## src/sv/ipv4p_pkg.sv

```systemverilog
// Shared types, codes and character helpers for the IPv4 dotted-text parser.
package ipv4p_pkg;

  // Result transfer width: four octets, part count, ok flag, fault code, padded to bytes
  localparam int unsigned OutW = 40;

  typedef enum logic [2:0] {
    PH_START  = 3'd0,
    PH_SIGN   = 3'd1,
    PH_ZERO   = 3'd2,
    PH_HEXPFX = 3'd3,
    PH_DIGITS = 3'd4,
    PH_SKIP   = 3'd5
  } ipv4p_phase_e;

  typedef enum logic [1:0] {
    RX_DEC = 2'd0,
    RX_OCT = 2'd1,
    RX_HEX = 2'd2
  } ipv4p_radix_e;

  typedef enum logic [1:0] {
    FLT_NONE   = 2'd0,
    FLT_RANGE  = 2'd1,
    FLT_EMPTY  = 2'd2,
    FLT_STRAY  = 2'd3
  } ipv4p_fault_e;

  localparam logic [7:0] ChNul   = 8'h00;
  localparam logic [7:0] ChDot   = 8'h2E;
  localparam logic [7:0] ChPlus  = 8'h2B;
  localparam logic [7:0] ChMinus = 8'h2D;
  localparam logic [7:0] ChZero  = 8'h30;
  localparam logic [7:0] ChLowX  = 8'h78;
  localparam logic [7:0] ChUpX   = 8'h58;
  localparam logic [8:0] OctetMax = 9'd255;
  localparam logic [8:0] SatValue = 9'd256;
  localparam logic [1:0] LastIndex = 2'd3;
  localparam logic [4:0] NoDigit = 5'd16;

  // Parser state carried from one character to the next
  typedef struct packed {
    ipv4p_phase_e      phase;
    ipv4p_radix_e      radix;
    logic [8:0]        part_value;
    logic              minus_seen;
    logic [1:0]        part_index;
    logic [3:0][7:0]   octet_store;
    ipv4p_fault_e      first_fault;
    logic [2:0]        fault_parts;
  } ipv4p_state_t;

  // Fields of one result item
  typedef struct packed {
    logic [3:0][7:0]   octets;
    logic [2:0]        parts_seen;
    logic              parse_ok;
    ipv4p_fault_e      fault_kind;
  } ipv4p_result_t;

  localparam ipv4p_state_t StateReset = '{
    phase:       PH_START,
    radix:       RX_DEC,
    part_value:  9'd0,
    minus_seen:  1'b0,
    part_index:  2'd0,
    octet_store: '0,
    first_fault: FLT_NONE,
    fault_parts: 3'd0
  };

  function automatic logic is_space(input logic [7:0] c);
    return (c == 8'h20) || ((c >= 8'h09) && (c <= 8'h0D));
  endfunction

  // Hex digit value of c, or NoDigit when c is not a hex digit
  function automatic logic [4:0] digit_of(input logic [7:0] c);
    logic [7:0] t;
    t = 8'd0;
    if ((c >= 8'h30) && (c <= 8'h39)) begin
      t = c - 8'h30;
    end else if ((c >= 8'h61) && (c <= 8'h66)) begin
      t = c - 8'h57;
    end else if ((c >= 8'h41) && (c <= 8'h46)) begin
      t = c - 8'h37;
    end else begin
      t = {3'd0, NoDigit};
    end
    return t[4:0];
  endfunction

  function automatic logic [4:0] base_of(input ipv4p_radix_e r);
    logic [4:0] b;
    case (r)
      RX_HEX:  b = 5'd16;
      RX_OCT:  b = 5'd8;
      default: b = 5'd10;
    endcase
    return b;
  endfunction

  // One digit step of the accumulator, saturating just above one octet
  function automatic logic [8:0] accumulate(input logic [8:0] value,
                                            input ipv4p_radix_e r,
                                            input logic [4:0] d);
    logic [13:0] v;
    v = 14'(value) * 14'(base_of(r)) + 14'(d);
    return (v > 14'(OctetMax)) ? SatValue : v[8:0];
  endfunction

endpackage

```

## src/sv/ipv4p_step.sv

```systemverilog
// Per-character next-state and result logic of the IPv4 dotted-text parser.
module ipv4p_step import ipv4p_pkg::*; (
  input  ipv4p_state_t  state_i,
  input  logic [7:0]    char_i,
  output ipv4p_state_t  state_o,
  output ipv4p_result_t result_o
);

  ipv4p_state_t nxt;
  logic         end_req;
  logic         fail_req;
  ipv4p_fault_e fail_kind;
  logic [2:0]   fail_parts;
  logic [4:0]   d;
  logic [2:0]   index_plus;

  assign d          = digit_of(char_i);
  assign index_plus = {1'b0, state_i.part_index} + 3'd1;

  // Advance the phase machine by one character
  always_comb begin
    nxt        = state_i;
    end_req    = 1'b0;
    fail_req   = 1'b0;
    fail_kind  = FLT_NONE;
    fail_parts = 3'd0;

    case (state_i.phase)
      PH_START, PH_SIGN: begin
        if ((state_i.phase == PH_START) && is_space(char_i)) begin
          // skip leading whitespace
        end else if ((state_i.phase == PH_START) &&
                     ((char_i == ChPlus) || (char_i == ChMinus))) begin
          nxt.minus_seen = (char_i == ChMinus);
          nxt.phase      = PH_SIGN;
        end else if (char_i == ChZero) begin
          nxt.radix      = RX_OCT;
          nxt.part_value = 9'd0;
          nxt.phase      = PH_ZERO;
        end else if ((d >= 5'd1) && (d <= 5'd9)) begin
          nxt.radix      = RX_DEC;
          nxt.part_value = {4'd0, d};
          nxt.phase      = PH_DIGITS;
        end else begin
          fail_req   = 1'b1;
          fail_kind  = FLT_EMPTY;
          fail_parts = {1'b0, state_i.part_index};
        end
      end
      PH_ZERO: begin
        if ((char_i == ChLowX) || (char_i == ChUpX)) begin
          nxt.phase = PH_HEXPFX;
        end else if (d < 5'd8) begin
          nxt.part_value = accumulate(state_i.part_value, state_i.radix, d);
          nxt.phase      = PH_DIGITS;
        end else begin
          end_req = 1'b1;
        end
      end
      PH_HEXPFX: begin
        if (d < NoDigit) begin
          nxt.radix      = RX_HEX;
          nxt.part_value = {4'd0, d};
          nxt.phase      = PH_DIGITS;
        end else begin
          fail_req   = 1'b1;
          fail_kind  = FLT_STRAY;
          fail_parts = index_plus;
        end
      end
      PH_DIGITS: begin
        if (d < base_of(state_i.radix)) begin
          nxt.part_value = accumulate(state_i.part_value, state_i.radix, d);
        end else begin
          end_req = 1'b1;
        end
      end
      default: begin
        // ignore characters after a fault
      end
    endcase

    // Close a part that has digits
    if (end_req) begin
      if ((state_i.part_value > OctetMax) ||
          (state_i.minus_seen && (state_i.part_value != 9'd0))) begin
        fail_req   = 1'b1;
        fail_kind  = FLT_RANGE;
        fail_parts = {1'b0, state_i.part_index};
      end else begin
        nxt.octet_store[state_i.part_index] = state_i.part_value[7:0];
        if (char_i != ChNul) begin
          if ((char_i == ChDot) && (state_i.part_index < LastIndex)) begin
            nxt.part_index = state_i.part_index + 2'd1;
            nxt.phase      = PH_START;
            nxt.radix      = RX_DEC;
            nxt.part_value = 9'd0;
            nxt.minus_seen = 1'b0;
          end else begin
            fail_req   = 1'b1;
            fail_kind  = FLT_STRAY;
            fail_parts = index_plus;
          end
        end
      end
    end

    // Record only the first fault, then skip to the end of the string
    if (fail_req) begin
      if (state_i.first_fault == FLT_NONE) begin
        nxt.first_fault = fail_kind;
        nxt.fault_parts = fail_parts;
      end
      nxt.phase = PH_SKIP;
    end
  end

  // Build the result and restart on the string end
  always_comb begin
    if (nxt.first_fault == FLT_NONE) begin
      result_o.octets     = nxt.octet_store;
      result_o.parts_seen = {1'b0, nxt.part_index} + 3'd1;
      result_o.parse_ok   = 1'b1;
      result_o.fault_kind = FLT_NONE;
    end else begin
      result_o.octets     = '0;
      result_o.parts_seen = nxt.fault_parts;
      result_o.parse_ok   = 1'b0;
      result_o.fault_kind = nxt.first_fault;
    end
    state_o = (char_i == ChNul) ? StateReset : nxt;
  end

endmodule

```

## src/sv/ipv4_dotted_text_parser_top.sv

```systemverilog
// Top level of the IPv4 dotted-text parser: input register, step logic, result register.
//
//  channel   dir  width  fields (lowest bit first)
//  s_axis    in   8      text_char[7:0]
//  m_axis    out  40     octet_a, octet_b, octet_c, octet_d, parts_seen[2:0],
//                        parse_ok, fault_kind[1:0], 2 zero bits
//
//  One character per cycle unless a NUL waits on a stalled result. Each goes through the
//  input register and the combinational step logic; a NUL gives a result, held in the
//  result register, and other characters give none. Reset clears the parser state and
//  both valid flags. A stalled result holds a waiting NUL and all input behind it.
module ipv4_dotted_text_parser_top import ipv4p_pkg::*; (
  input  logic            clk_i,
  input  logic            rst_ni,
  input  logic            s_axis_tvalid,
  output logic            s_axis_tready,
  input  logic [7:0]      s_axis_tdata,   // text_char[7:0]
  output logic            m_axis_tvalid,
  input  logic            m_axis_tready,
  output logic [OutW-1:0] m_axis_tdata    // octet_a[7:0], octet_b[15:8], octet_c[23:16],
                                          // octet_d[31:24], parts_seen[34:32], parse_ok[35],
                                          // fault_kind[37:36], zero[39:38]
);

  logic            in_valid_q;
  logic [7:0]      char_q;
  ipv4p_state_t    state_q;
  ipv4p_state_t    state_d;
  ipv4p_result_t   result;
  logic            out_valid_q;
  logic [OutW-1:0] out_data_q;
  logic            is_nul;
  logic            advance;

  ipv4p_step u_step (
    .state_i  (state_q),
    .char_i   (char_q),
    .state_o  (state_d),
    .result_o (result)
  );

  // Move the held character on unless it ends a string and the result slot is full
  assign is_nul        = (char_q == ChNul);
  assign advance       = in_valid_q && (!is_nul || !out_valid_q || m_axis_tready);
  assign s_axis_tready = !in_valid_q || advance;

  // Input register control
  always_ff @(posedge clk_i or negedge rst_ni) begin
    if (!rst_ni) begin
      in_valid_q <= 1'b0;
    end else if (s_axis_tready) begin
      in_valid_q <= s_axis_tvalid;
    end
  end

  // Input register payload
  always_ff @(posedge clk_i) begin
    if (s_axis_tready) begin
      char_q <= s_axis_tdata;
    end
  end

  // Parser state
  always_ff @(posedge clk_i or negedge rst_ni) begin
    if (!rst_ni) begin
      state_q <= StateReset;
    end else if (advance) begin
      state_q <= state_d;
    end
  end

  // Result register control
  always_ff @(posedge clk_i or negedge rst_ni) begin
    if (!rst_ni) begin
      out_valid_q <= 1'b0;
    end else if (advance && is_nul) begin
      out_valid_q <= 1'b1;
    end else if (m_axis_tready) begin
      out_valid_q <= 1'b0;
    end
  end

  // Result register payload
  always_ff @(posedge clk_i) begin
    if (advance && is_nul) begin
      out_data_q <= {2'b00, result.fault_kind, result.parse_ok, result.parts_seen,
                     result.octets[3], result.octets[2], result.octets[1],
                     result.octets[0]};
    end
  end

  assign m_axis_tvalid = out_valid_q;
  assign m_axis_tdata  = out_data_q;

endmodule

```

## config.mk

```make
export PLATFORM = sky130hd
export DESIGN_NAME = ipv4_dotted_text_parser_top
export DESIGN_NICKNAME = d
export VERILOG_FILES = /design/src/sv/ipv4p_pkg.sv /design/src/sv/ipv4p_step.sv /design/src/sv/ipv4_dotted_text_parser_top.sv
export SDC_FILE = /design/constraint.sdc
export NUM_CORES = 1
export LEC_CHECK = 0
export BUFFER_PORTS_ARGS = -buffer_cell sky130_fd_sc_hd__buf_2
export CORE_MARGIN = 1
export CORE_UTILIZATION = 25
export DETAILED_ROUTE_END_ITERATION = 10
export HOLD_SLACK_MARGIN = 0.02
export SYNTH_ARGS = -nofsm -noshare
export SYNTH_HDL_FRONTEND = slang
export SYNTH_HIERARCHICAL = 1
export SYNTH_SLANG_ARGS = --single-unit
export TNS_END_PERCENT = 50
```

## constraint.sdc

```tcl
create_clock -name clk_i -period 5.4 [get_ports clk_i]
set_input_delay 0 -clock clk_i [delete_from_list [all_inputs] [get_ports clk_i]]
set_output_delay 0 -clock clk_i [all_outputs]
set_load 0.05 [all_outputs]
```

==> results of run 1 <==
==> cell usage after synthesis (all sizes together) (7+ instances only) <==
cell / count
a21oi: 23
nor2: 88
o21ai: 14
nor3: 11
a211oi: 7
fa: 9
buf: 22
dfrtp: 56
inv: 38
nor2b: 14
clkbuf: 16
and2: 21
a22oi: 7
ha: 47
nand3: 7
nand2: 30
mux2: 54
mux2i: 34
edfxtp: 46
==> critical path, cell delays in order (launching register included) <==
cell and delay [ns]:
edfxtp_1 0.45, or4b_4 0.59, nor3_4 0.21, a21o_2 0.22, inv_2 0.06, ha_1 0.29, ha_1 0.32, fa_1 0.53
fa_1 0.51, a211oi_2 0.27, o21bai_1 0.10, a21oi_1 0.14, o311ai_0 0.16, nor4_2 0.36, nor3b_1 0.24, buf_4 0.19
o211ai_1 0.09, a21oi_1 0.15, mux2_4 0.15
==> final cells by class <==
cell class                      count  area (um2)
Tap cell                          341         427
Sequential cell                   102        2780
Inverter                           38         143
Clock buffer                        9         225
Fill cell                        2807       19100
Timing Repair Buffer               76         470
Multi-Input combinational cell    462        3780
Clock inverter                      7        72.6
==> power breakdown <==
part | switching [W] | leakage [nW] | internal (W)
registers | 0.000124 | 1.14 | 0.000875
logic | 0.000423 | 2.07 | 0.000377
clock network | 0.000328 | 0.143 | 0.000328
total | 0.000875 | 3.36 | 0.00158
==> how the worst min path moves through the flow <==
stage | from | endpoint | slack [ns]
floorplan | rst_ni | in_valid_q$_DFFE_PN0P_ | -0.30
global placement | s_axis_tdata[5] | char_q[5]$_DFFE_PP_ | 0.18
detailed placement | s_axis_tdata[3] | char_q[3]$_DFFE_PP_ | 0.18
CTS | s_axis_tdata[2] | char_q[2]$_DFFE_PP_ | 0.33
global route | s_axis_tdata[1] | char_q[1]$_DFFE_PP_ | 0.33
finish | rst_ni | state_q[2]$_DFFE_PN0P_ | 0.32
==> flip-flops by register name, indices dropped and copies added (netlist names) <==
signal	flops
in_valid_q	1
m_axis_tvalid	1
m_axis_tdata	38
char_q	8
state_q	54
==> repair_timing <==
item	CTS	global route
gates resized for setup	0	4
endpoints found under the hold margin	66	0
setup endpoints to repair	0	8
hold buffers	11	0
setup buffers	0	1
==> through the flow <==
step	power (W)	instances	hold WS, ns
3_3_place_gp	0.00178	1007	0.178
5_1_grt	0.00262	1035	0.332
4_1_cts	0.00247	1034	0.327
2_1_floorplan	0.00162	640	-0.296
3_5_place_dp	0.00180	1007	0.178
6_report	0.00245	1035	0.318
==> metal layers <==
layer	share of wire	wire length [um]	vias up
met5	0	0	-
met4	0.010	154	0
met3	0.046	681	13
met2	0.46	6820	113
met1	0.48	7190	2357
li1	-	-	2363
==> cell families (layout without fill, tap and decap cells) <==
logic type,count (synthesis),in the layout,synth area share
and+or+nand+nor,210,210,0.155
DFF,102,102,0.403
AOI/OAI and AO/OA,100,100,0.103
muxes,88,88,0.165
buffers and inverters,76,130,0.0553
adders and majority gates,56,56,0.111
xor gates and xnor gates,6,6,0.00761
other,1,2,0.000543
==> results.py, run 1 <==
metrics = {
    "run_status": {
        "status": "complete, no violations",
    },
    "cts": {
        "h-tree-depth": 3,
        "ctsRootBufferMaster": "clkbuf_16",
        "cts_max_path_buffers": 2,
        "clock-sinks": 102,
        "clkSlewWorstSetupHoldPaths_ns": 0.08,
        "clock_latency_ns": 0.36,
        "cts_tree": "built",
        "cts-buffers-inserted": 9,
    },
    "worst_setup_path": {
        "crit_path_start_kind": "flop",
        "critPathKind": "flop to flop",
        "worstReg2RegStart": "char_q[4]$_DFFE_PP_",
        "r2r-end": "state_q[40]$_DFFE_PN0P_",
        "r2r_slack_ns": 0.29,
        "arrival_ns": 5.42,
        "rr_worst_depth": 18,
        "cp_max_fo": 8,
        "startpoint": "char_q[4]$_DFFE_PP_",
        "cp-endpoint": "state_q[40]$_DFFE_PN0P_",
        "crit_required_ns": 5.70,
        "end_kind": "flop",
    },
    "synth": {
        "yosys_warnings": 6,
        "synth.yosys.seq_area_share": 0.403,
        "synth-edff-count": 46,
        "synth_cell_type_count": 75,
        "syn_avg_cell_area_um2": 10.8,
        "yosys-top-cells-area": "dfrtp_1 (20%), edfxtp_1 (20%), mux2_4 (11%)",
        "synth-main-ff-cell": "dfrtp_1",
        "ys_ff_latch": 102,
        "yosysTopAreaCell": "dfrtp_1",
        "syn_area_um2": 6910,
        "async_flop_share": 0.549,
        "netlist.area_leader.share": 0.203,
        "synth_cells": 639,
    },
    "global_route": {
        "grt_pass1_wl_mm": 24.3,
        "grt_use_met1": 0.143,
        "antenna_found_initial": 0,
        "grt.total_usage": 0.107,
        "overflow": 0,
        "grt_util_met2": 0.173,
        "grt_max_degree": 57,
        "gr-max-usage-layer": "met2",
        "use_met3": 0.0282,
        "grt_pass1_vias": 4743,
    },
    "floorplan": {
        "core_um2": 27000,
        "dieHeight_um": 168,
        "core.rowCount": 60,
        "start_util": 0.256,
        "die_w_um": 168,
        "die_area_um2": 28300,
        "pin_count": 54,
    },
    "timing": {
        "fmax_mhz": 196,
        "final_hold_viol_count": 0,
        "fin_crit_ns": 5.11,
        "max_slew_margin": 0.339,
        "slew_violations": 0,
        "worstMarginPinSlew_ns": 0.991,
        "fin_worst_skew_ns": 0.0155,
        "final.setup.tns_ns": 0,
        "fin_crit_sh": 0.947,
        "fin_ws_ns": 0.285,
        "setup_violations": 0,
    },
    "layout": {
        "most-common-layout-cells": "nor2_1 (88), dfrtp_1 (56), buf_2 (51), mux2_4 (50), ha_1 (47)",
        "num_antenna_cells": 0,
        "area_growth_pct": 14.4,
        "layout_commonest_cell": "nor2_1",
        "nets": 757,
        "drive_gt1_frac": 0.231,
        "fin_area_um2": 7900,
        "final_core_util": 0.292,
    },
    "place": {
        "placed_area_um2": 7460,
        "hpwl_mm": 10.3,
        "place_congestion": 0.863,
        "place_ws_ns": 0.112,
        "io_buffers": 51,
    },
    "job": {
        "cap_viol_max_count": 0,
    },
    "drt": {
        "ant_nets": 0,
        "firstDrtPassIters": 6,
        "drc_errors": 0,
        "viasPerCell": 4.68,
        "vias": 4846,
        "routedWlPerCell_um": 14.3,
        "dr.first_iter.drc_count": 466,
        "wirelength_mm": 14.9,
    },
    "pwr": {
        "cellLeakagePower_nw": 3.36,
        "peakVddDrop_mv": 0.132,
        "powerDensity_nw_per_um2": 311,
    },
    "min_path": {
        "worstHoldPathType": "input port to asynchronous set/reset pin",
    },
}
No activity file was read; power rests on OpenSTA's default activity.
==> inputs of run 2 (changes only) <==
CORE_ASPECT_RATIO = 1.4   (was unset)
MAX_ROUTING_LAYER = met4   (was unset)
clock period = 4.5 ns   (was 5.4 ns; I/O delays follow)
==> results.py, run 2 (synthesis gave the netlist of run 1 again) <==
metrics = {
    "run_status": {
        "status": "finished, violations left",
        "violations": "negative setup slack",
    },
    "worst_setup_path": {
        "startpoint": "char_q[4]$_DFFE_PP_",
        "crit_path_start_kind": "flop",
        "crit_required_ns": 4.73,
        "end_kind": "flop",
        "arrival_ns": 4.97,
        "worstReg2RegStart": "char_q[4]$_DFFE_PP_",
        "critPathKind": "flop to flop",
        "cp_max_fo": 8,
    },
    "drt": {
        "vias": 5020,
        "routedWlPerCell_um": 14.0,
        "firstDrtPassIters": 4,
        "ant_nets": 0,
        "wirelength_mm": 15.5,
        "viasPerCell": 4.56,
        "drc_errors": 0,
        "dr.first_iter.drc_count": 259,
    },
    "floorplan": {
        "die_area_um2": 28300,
        "core_um2": 27000,
        "dieHeight_um": 199,
        "start_util": 0.256,
        "core.rowCount": 71,
        "pin_count": 54,
        "die_w_um": 142,
    },
    "timing": {
        "fin_worst_skew_ns": 0.0134,
        "setup_violations": 9,
        "rsz0062_at_grt": "yes",
        "final_hold_viol_count": 0,
        "fin_ws_ns": -0.240,
        "fmax_mhz": 211,
        "slew_violations": 0,
        "fin_crit_ns": 4.74,
        "worstMarginPinSlew_ns": 1.02,
        "max_slew_margin": 0.318,
        "fin_crit_sh": 1.05,
    },
    "cts": {
        "clock-sinks": 102,
        "h-tree-depth": 3,
        "cts-buffers-inserted": 9,
        "cts_tree": "built",
        "clock_latency_ns": 0.35,
        "clkSlewWorstSetupHoldPaths_ns": 0.07,
        "ctsRootBufferMaster": "clkbuf_16",
        "cts_max_path_buffers": 2,
    },
    "place": {
        "place_congestion": 0.886,
        "placed_area_um2": 7790,
        "io_buffers": 51,
        "dp_cells": 1069,
        "place_ws_ns": -0.620,
        "hpwl_mm": 10.8,
    },
    "global_route": {
        "grt_pass1_vias": 5102,
        "antenna_found_initial": 0,
        "overflow": 0,
        "grt_max_degree": 57,
        "grt_pass1_wl_mm": 25.3,
        "grt.total_usage": 0.116,
    },
    "layout": {
        "final_cell_count_no_fill": 1102,
        "drive_gt1_frac": 0.303,
        "largest_reg_flops": 54,
        "most-common-layout-cells": "nor2_1 (88), dfrtp_1 (56), buf_4 (55), buf_2 (51), mux2_4 (50)",
        "area_growth_pct": 21.8,
        "num_antenna_cells": 0,
        "largest_register": "state_q",
        "fin_area_um2": 8410,
        "layout_commonest_cell": "nor2_1",
        "fill_cells": 2790,
        "nets": 800,
    },
    "pwr": {
        "cellLeakagePower_nw": 3.58,
        "peakVddDrop_mv": 0.199,
        "seq_power_share": 0.366,
        "p_sw_w": 0.00111,
        "p_sw_frac": 0.352,
        "powerDensity_nw_per_um2": 374,
        "power_frac_comb": 0.391,
        "finalPower_w": 0.00315,
        "p_clk_frac": 0.243,
        "p_int_w": 0.00204,
    },
    "job": {
        "cap_viol_max_count": 0,
    },
    "min_path": {
        "worstHoldPathType": "input port to asynchronous set/reset pin",
    },
}
[run 2: cell types whose count changed in the layout (fill, tap and decap cells not counted), moves of 3 or more]
cell and change:
ha_4 +3, buf_4 +41, ha_1 -6, ha_2 +3
[run 2: timing repair]
action | in CTS | in global routing
buffers inserted | 3 | 4
setup endpoints to repair | 9 | 10
endpoints found under the hold margin | 66 | 0
pin swaps | 21 | 19
gates cloned | 0 | 0
gates resized for setup | 22 | 11
hold buffers | 11 | 0
[run 2: power groups by stage]
stage          Combinational [W]  Sequential [W]  Clock [W]
5_1_grt                  0.00136         0.00117   0.000825
3_5_place_dp             0.00114         0.00117          0
4_1_cts                  0.00120         0.00115   0.000785
3_3_place_gp             0.00112         0.00116          0
6_report                 0.00123         0.00115   0.000763
2_1_floorplan           0.000831         0.00111          0
[run 2: layout make-up]
type,count,area [um2],area share
sequential,102,2780,0.331
clock buffer,9,225,0.0268
clock inverter,7,65.1,0.00774
inverter,38,143,0.0170
multi-input combinational,462,3940,0.468
tap,365,457,0.0543
timing repair buffer,119,801,0.0952
[run 2: stage by stage]
stage,hold WS (ns),utilization,setup TNS (ns)
final,0.344,0.311,-1.45
after global routing,0.348,0.311,-3.24
after CTS,0.340,0.309,-0.439
after detailed placement,0.179,0.288,-4.95
after global placement,0.179,0.288,-4.43
after floorplan,-0.296,-,-5.41
[run 2: worst paths after layout]
check                                          end  slack (ns)  cells after the start
max                        state_q[40]$_DFFE_PN0P_       -0.24                     20
min                        state_q[23]$_DFFE_PN0P_        0.34                      3
max reg2reg                state_q[40]$_DFFE_PN0P_       -0.24                     20
min reg2reg                state_q[49]$_DFFE_PN0P_        0.51                      1
max in group asynchronous  state_q[51]$_DFFE_PN0P_        3.64                      3
min in group clk_i             char_q[4]$_DFFE_PP_        0.35                      2
[run 2: layer usage]
metal | wire [um] | GRT usage | part of all wire
met3 | 377 | 0.0178 | 0.024
met2 | 8040 | 0.206 | 0.52
met1 | 6750 | 0.133 | 0.44
met5 | 0 | - | 0
met4 | 308 | 0.0335 | 0.020
[run 2: critical path: stages, from the launching register on]
cell       delay [ns]
edfxtp_1         0.38
or4b_4           0.57
nor3_4           0.25
a21o_2           0.18
inv_2            0.05
ha_4             0.27
ha_4             0.19
fa_2             0.57
ha_1             0.25
a21oi_2          0.18
a2bb2oi_2        0.21
buf_6            0.15
o211ai_1         0.11
nor3_2           0.24
nor4_2           0.08
buf_4            0.14
nor3b_4          0.14
buf_6            0.15
o211ai_1         0.15
a21oi_1          0.09
mux2_4           0.27
==> inputs of run 3 (changes only) <==
ABC_CLOCK_PERIOD_IN_PS = 4500   (was unset)
MAX_ROUTING_LAYER = unset   (was met4)
PLACE_DENSITY = 0.52   (was unset)
==> results.py, run 3 (synthesis gave the netlist of run 1 again) <==
metrics = {
    "run_status": {
        "status": "finished, violations left",
        "violations": "negative setup slack",
    },
    "global_route": {
        "grt_max_degree": 57,
        "antenna_found_initial": 0,
        "grt_pass1_vias": 5169,
        "grt_pass1_wl_mm": 26.3,
        "overflow": 0,
        "grt.total_usage": 0.119,
    },
    "drt": {
        "vias": 4996,
        "dr.first_iter.drc_count": 207,
        "wirelength_mm": 16.0,
        "ant_nets": 0,
        "firstDrtPassIters": 4,
        "routedWlPerCell_um": 14.5,
        "viasPerCell": 4.52,
        "drc_errors": 0,
    },
    "cts": {
        "clock-sinks": 102,
        "cts_tree": "built",
        "cts_max_path_buffers": 2,
        "cts-buffers-inserted": 9,
        "ctsRootBufferMaster": "clkbuf_16",
        "h-tree-depth": 3,
        "clock_latency_ns": 0.36,
        "clkSlewWorstSetupHoldPaths_ns": 0.07,
    },
    "worst_setup_path": {
        "crit_path_start_kind": "flop",
        "r2r-end": "state_q[40]$_DFFE_PN0P_",
        "rr_worst_depth": 19,
        "critPathKind": "flop to flop",
        "cp_slowest_cell": "or4b_4",
        "arrival_ns": 4.92,
        "crit_chain": "or4b_4 -> nor3_4 -> a21o_2 -> inv_2 -> ha_4 -> ha_4 -> fa_1 -> fa_2 -> a211oi_4 -> o21bai_1 -> a21oi_1 -> o311ai_1 -> nor4_1 -> buf_4 -> nor3b_2 -> buf_4 -> o211ai_1 -> a21oi_1 -> mux2_4",
        "crit_required_ns": 4.80,
        "worstReg2RegStart": "char_q[7]$_DFFE_PP_",
        "end_kind": "flop",
        "path_buf_inv": 3,
        "r2r_slack_ns": -0.12,
        "cp_max_fo": 8,
        "max_stage_delay_ns": 0.57,
        "path_delay_family": "adder cells",
    },
    "min_path": {
        "holdPathEnd": "char_q[6]$_DFFE_PP_",
        "hold_depth": 2,
        "worstHoldPathType": "input port to flop",
        "min-delay-start": "s_axis_tdata[6]",
    },
    "floorplan": {
        "pin_count": 54,
        "core.rowCount": 71,
        "die_area_um2": 28300,
        "core_um2": 27000,
        "dieHeight_um": 199,
        "die_w_um": 142,
        "start_util": 0.256,
    },
    "layout": {
        "layout_commonest_cell": "nor2_1",
        "fin_area_um2": 8470,
        "nets": 803,
        "most-common-layout-cells": "nor2_1 (87), buf_4 (59), dfrtp_1 (56), buf_2 (51), mux2_4 (50)",
        "largest_register": "state_q",
        "drive_gt1_frac": 0.304,
        "area_growth_pct": 22.7,
        "num_antenna_cells": 0,
        "largest_reg_flops": 54,
    },
    "pwr": {
        "peakVddDrop_mv": 0.204,
        "powerDensity_nw_per_um2": 379,
        "cellLeakagePower_nw": 3.60,
        "finalPower_w": 0.00321,
    },
    "timing": {
        "setup_violations": 8,
        "fin_ws_ns": -0.120,
        "worstMarginPinSlew_ns": 1.03,
        "fmax_mhz": 216,
        "fin_crit_sh": 1.03,
        "rsz0062_at_grt": "yes",
        "fin_crit_ns": 4.62,
        "max_slew_margin": 0.311,
        "slew_violations": 0,
        "final_hold_viol_count": 0,
        "fin_worst_skew_ns": 0.00603,
    },
    "place": {
        "place_congestion": 0.818,
        "placed_area_um2": 7820,
        "hpwl_mm": 11.1,
        "io_buffers": 51,
    },
    "job": {
        "cap_viol_max_count": 0,
    },
}
run 3: worst max-delay path by stage:
stage,cells past startpoint,endpoint,startpoint
2_1_floorplan,18,state_q[40]$_DFFE_PN0P_,char_q[3]$_DFFE_PP_
3_3_place_gp,21,state_q[40]$_DFFE_PN0P_,char_q[0]$_DFFE_PP_
3_5_place_dp,19,state_q[40]$_DFFE_PN0P_,char_q[4]$_DFFE_PP_
4_1_cts,19,state_q[40]$_DFFE_PN0P_,char_q[7]$_DFFE_PP_
5_1_grt,19,state_q[40]$_DFFE_PN0P_,char_q[7]$_DFFE_PP_
6_report,19,state_q[40]$_DFFE_PN0P_,char_q[7]$_DFFE_PP_
run 3: through the flow:
stage	util	hold WS (ns)	TNS, ns	setup slack [ns]	instances
floorplan	-	-0.296	-5.41	-0.682	640
global placement	0.290	0.177	-3.89	-0.505	1074
detailed placement	0.290	0.178	-4.57	-0.583	1074
CTS	0.313	0.333	-0.0865	-0.0723	1104
global route	0.314	0.339	-2.05	-0.299	1105
finish	0.314	0.344	-0.370	-0.120	1105
run 3: where the power goes:
part	internal (W)	switching (W)	leakage [nW]	total [W]
sequential	0.00105	0.000103	1.14	0.00115
combinational	0.000593	0.000643	2.31	0.00124
clock	0.000444	0.000381	0.150	0.000825
run 3: area by class of cell:
| class | instances | area [um2] |
|---|---|---|
| fillers | 2815 | 18500 |
| inverters | 38 | 143 |
| flip-flops and latches | 102 | 2780 |
| multi-input cells | 462 | 3960 |
| repair buffers | 122 | 820 |
| well taps | 365 | 457 |
| clock buffers | 9 | 225 |
| clock inverters | 7 | 86.3 |
run 3: metal layers:
layer  vias to the layer above  part of all wire  routed length [um]  track usage
met3                        20             0.023                 376       0.0197
met4                         0             0.025                 395       0.0438
met1                      2442              0.42                6800        0.136
met2                        81              0.53                8450        0.220
li1                       2453                 -                   -            -
met5                         -                 0                   0            0
run 3: worst reg2reg max path, stage by stage (launching register included):
cell,delay [ns]
edfxtp_1,0.38
or4b_4,0.57
nor3_4,0.19
a21o_2,0.18
inv_2,0.05
ha_4,0.26
ha_4,0.19
fa_1,0.48
fa_2,0.40
a211oi_4,0.26
o21bai_1,0.09
a21oi_1,0.16
o311ai_1,0.13
nor4_1,0.31
buf_4,0.17
nor3b_2,0.15
buf_4,0.17
o211ai_1,0.09
a21oi_1,0.18
mux2_4,0.16
run 3: repair_timing:
item / CTS / global route
resized for setup: 26 / 4
pin swaps: 25 / 0
endpoints found under the setup margin: 9 / 9
buffers inserted: 3 / 1
hold endpoints to repair: 66 / 0
hold buffers: 11 / 0
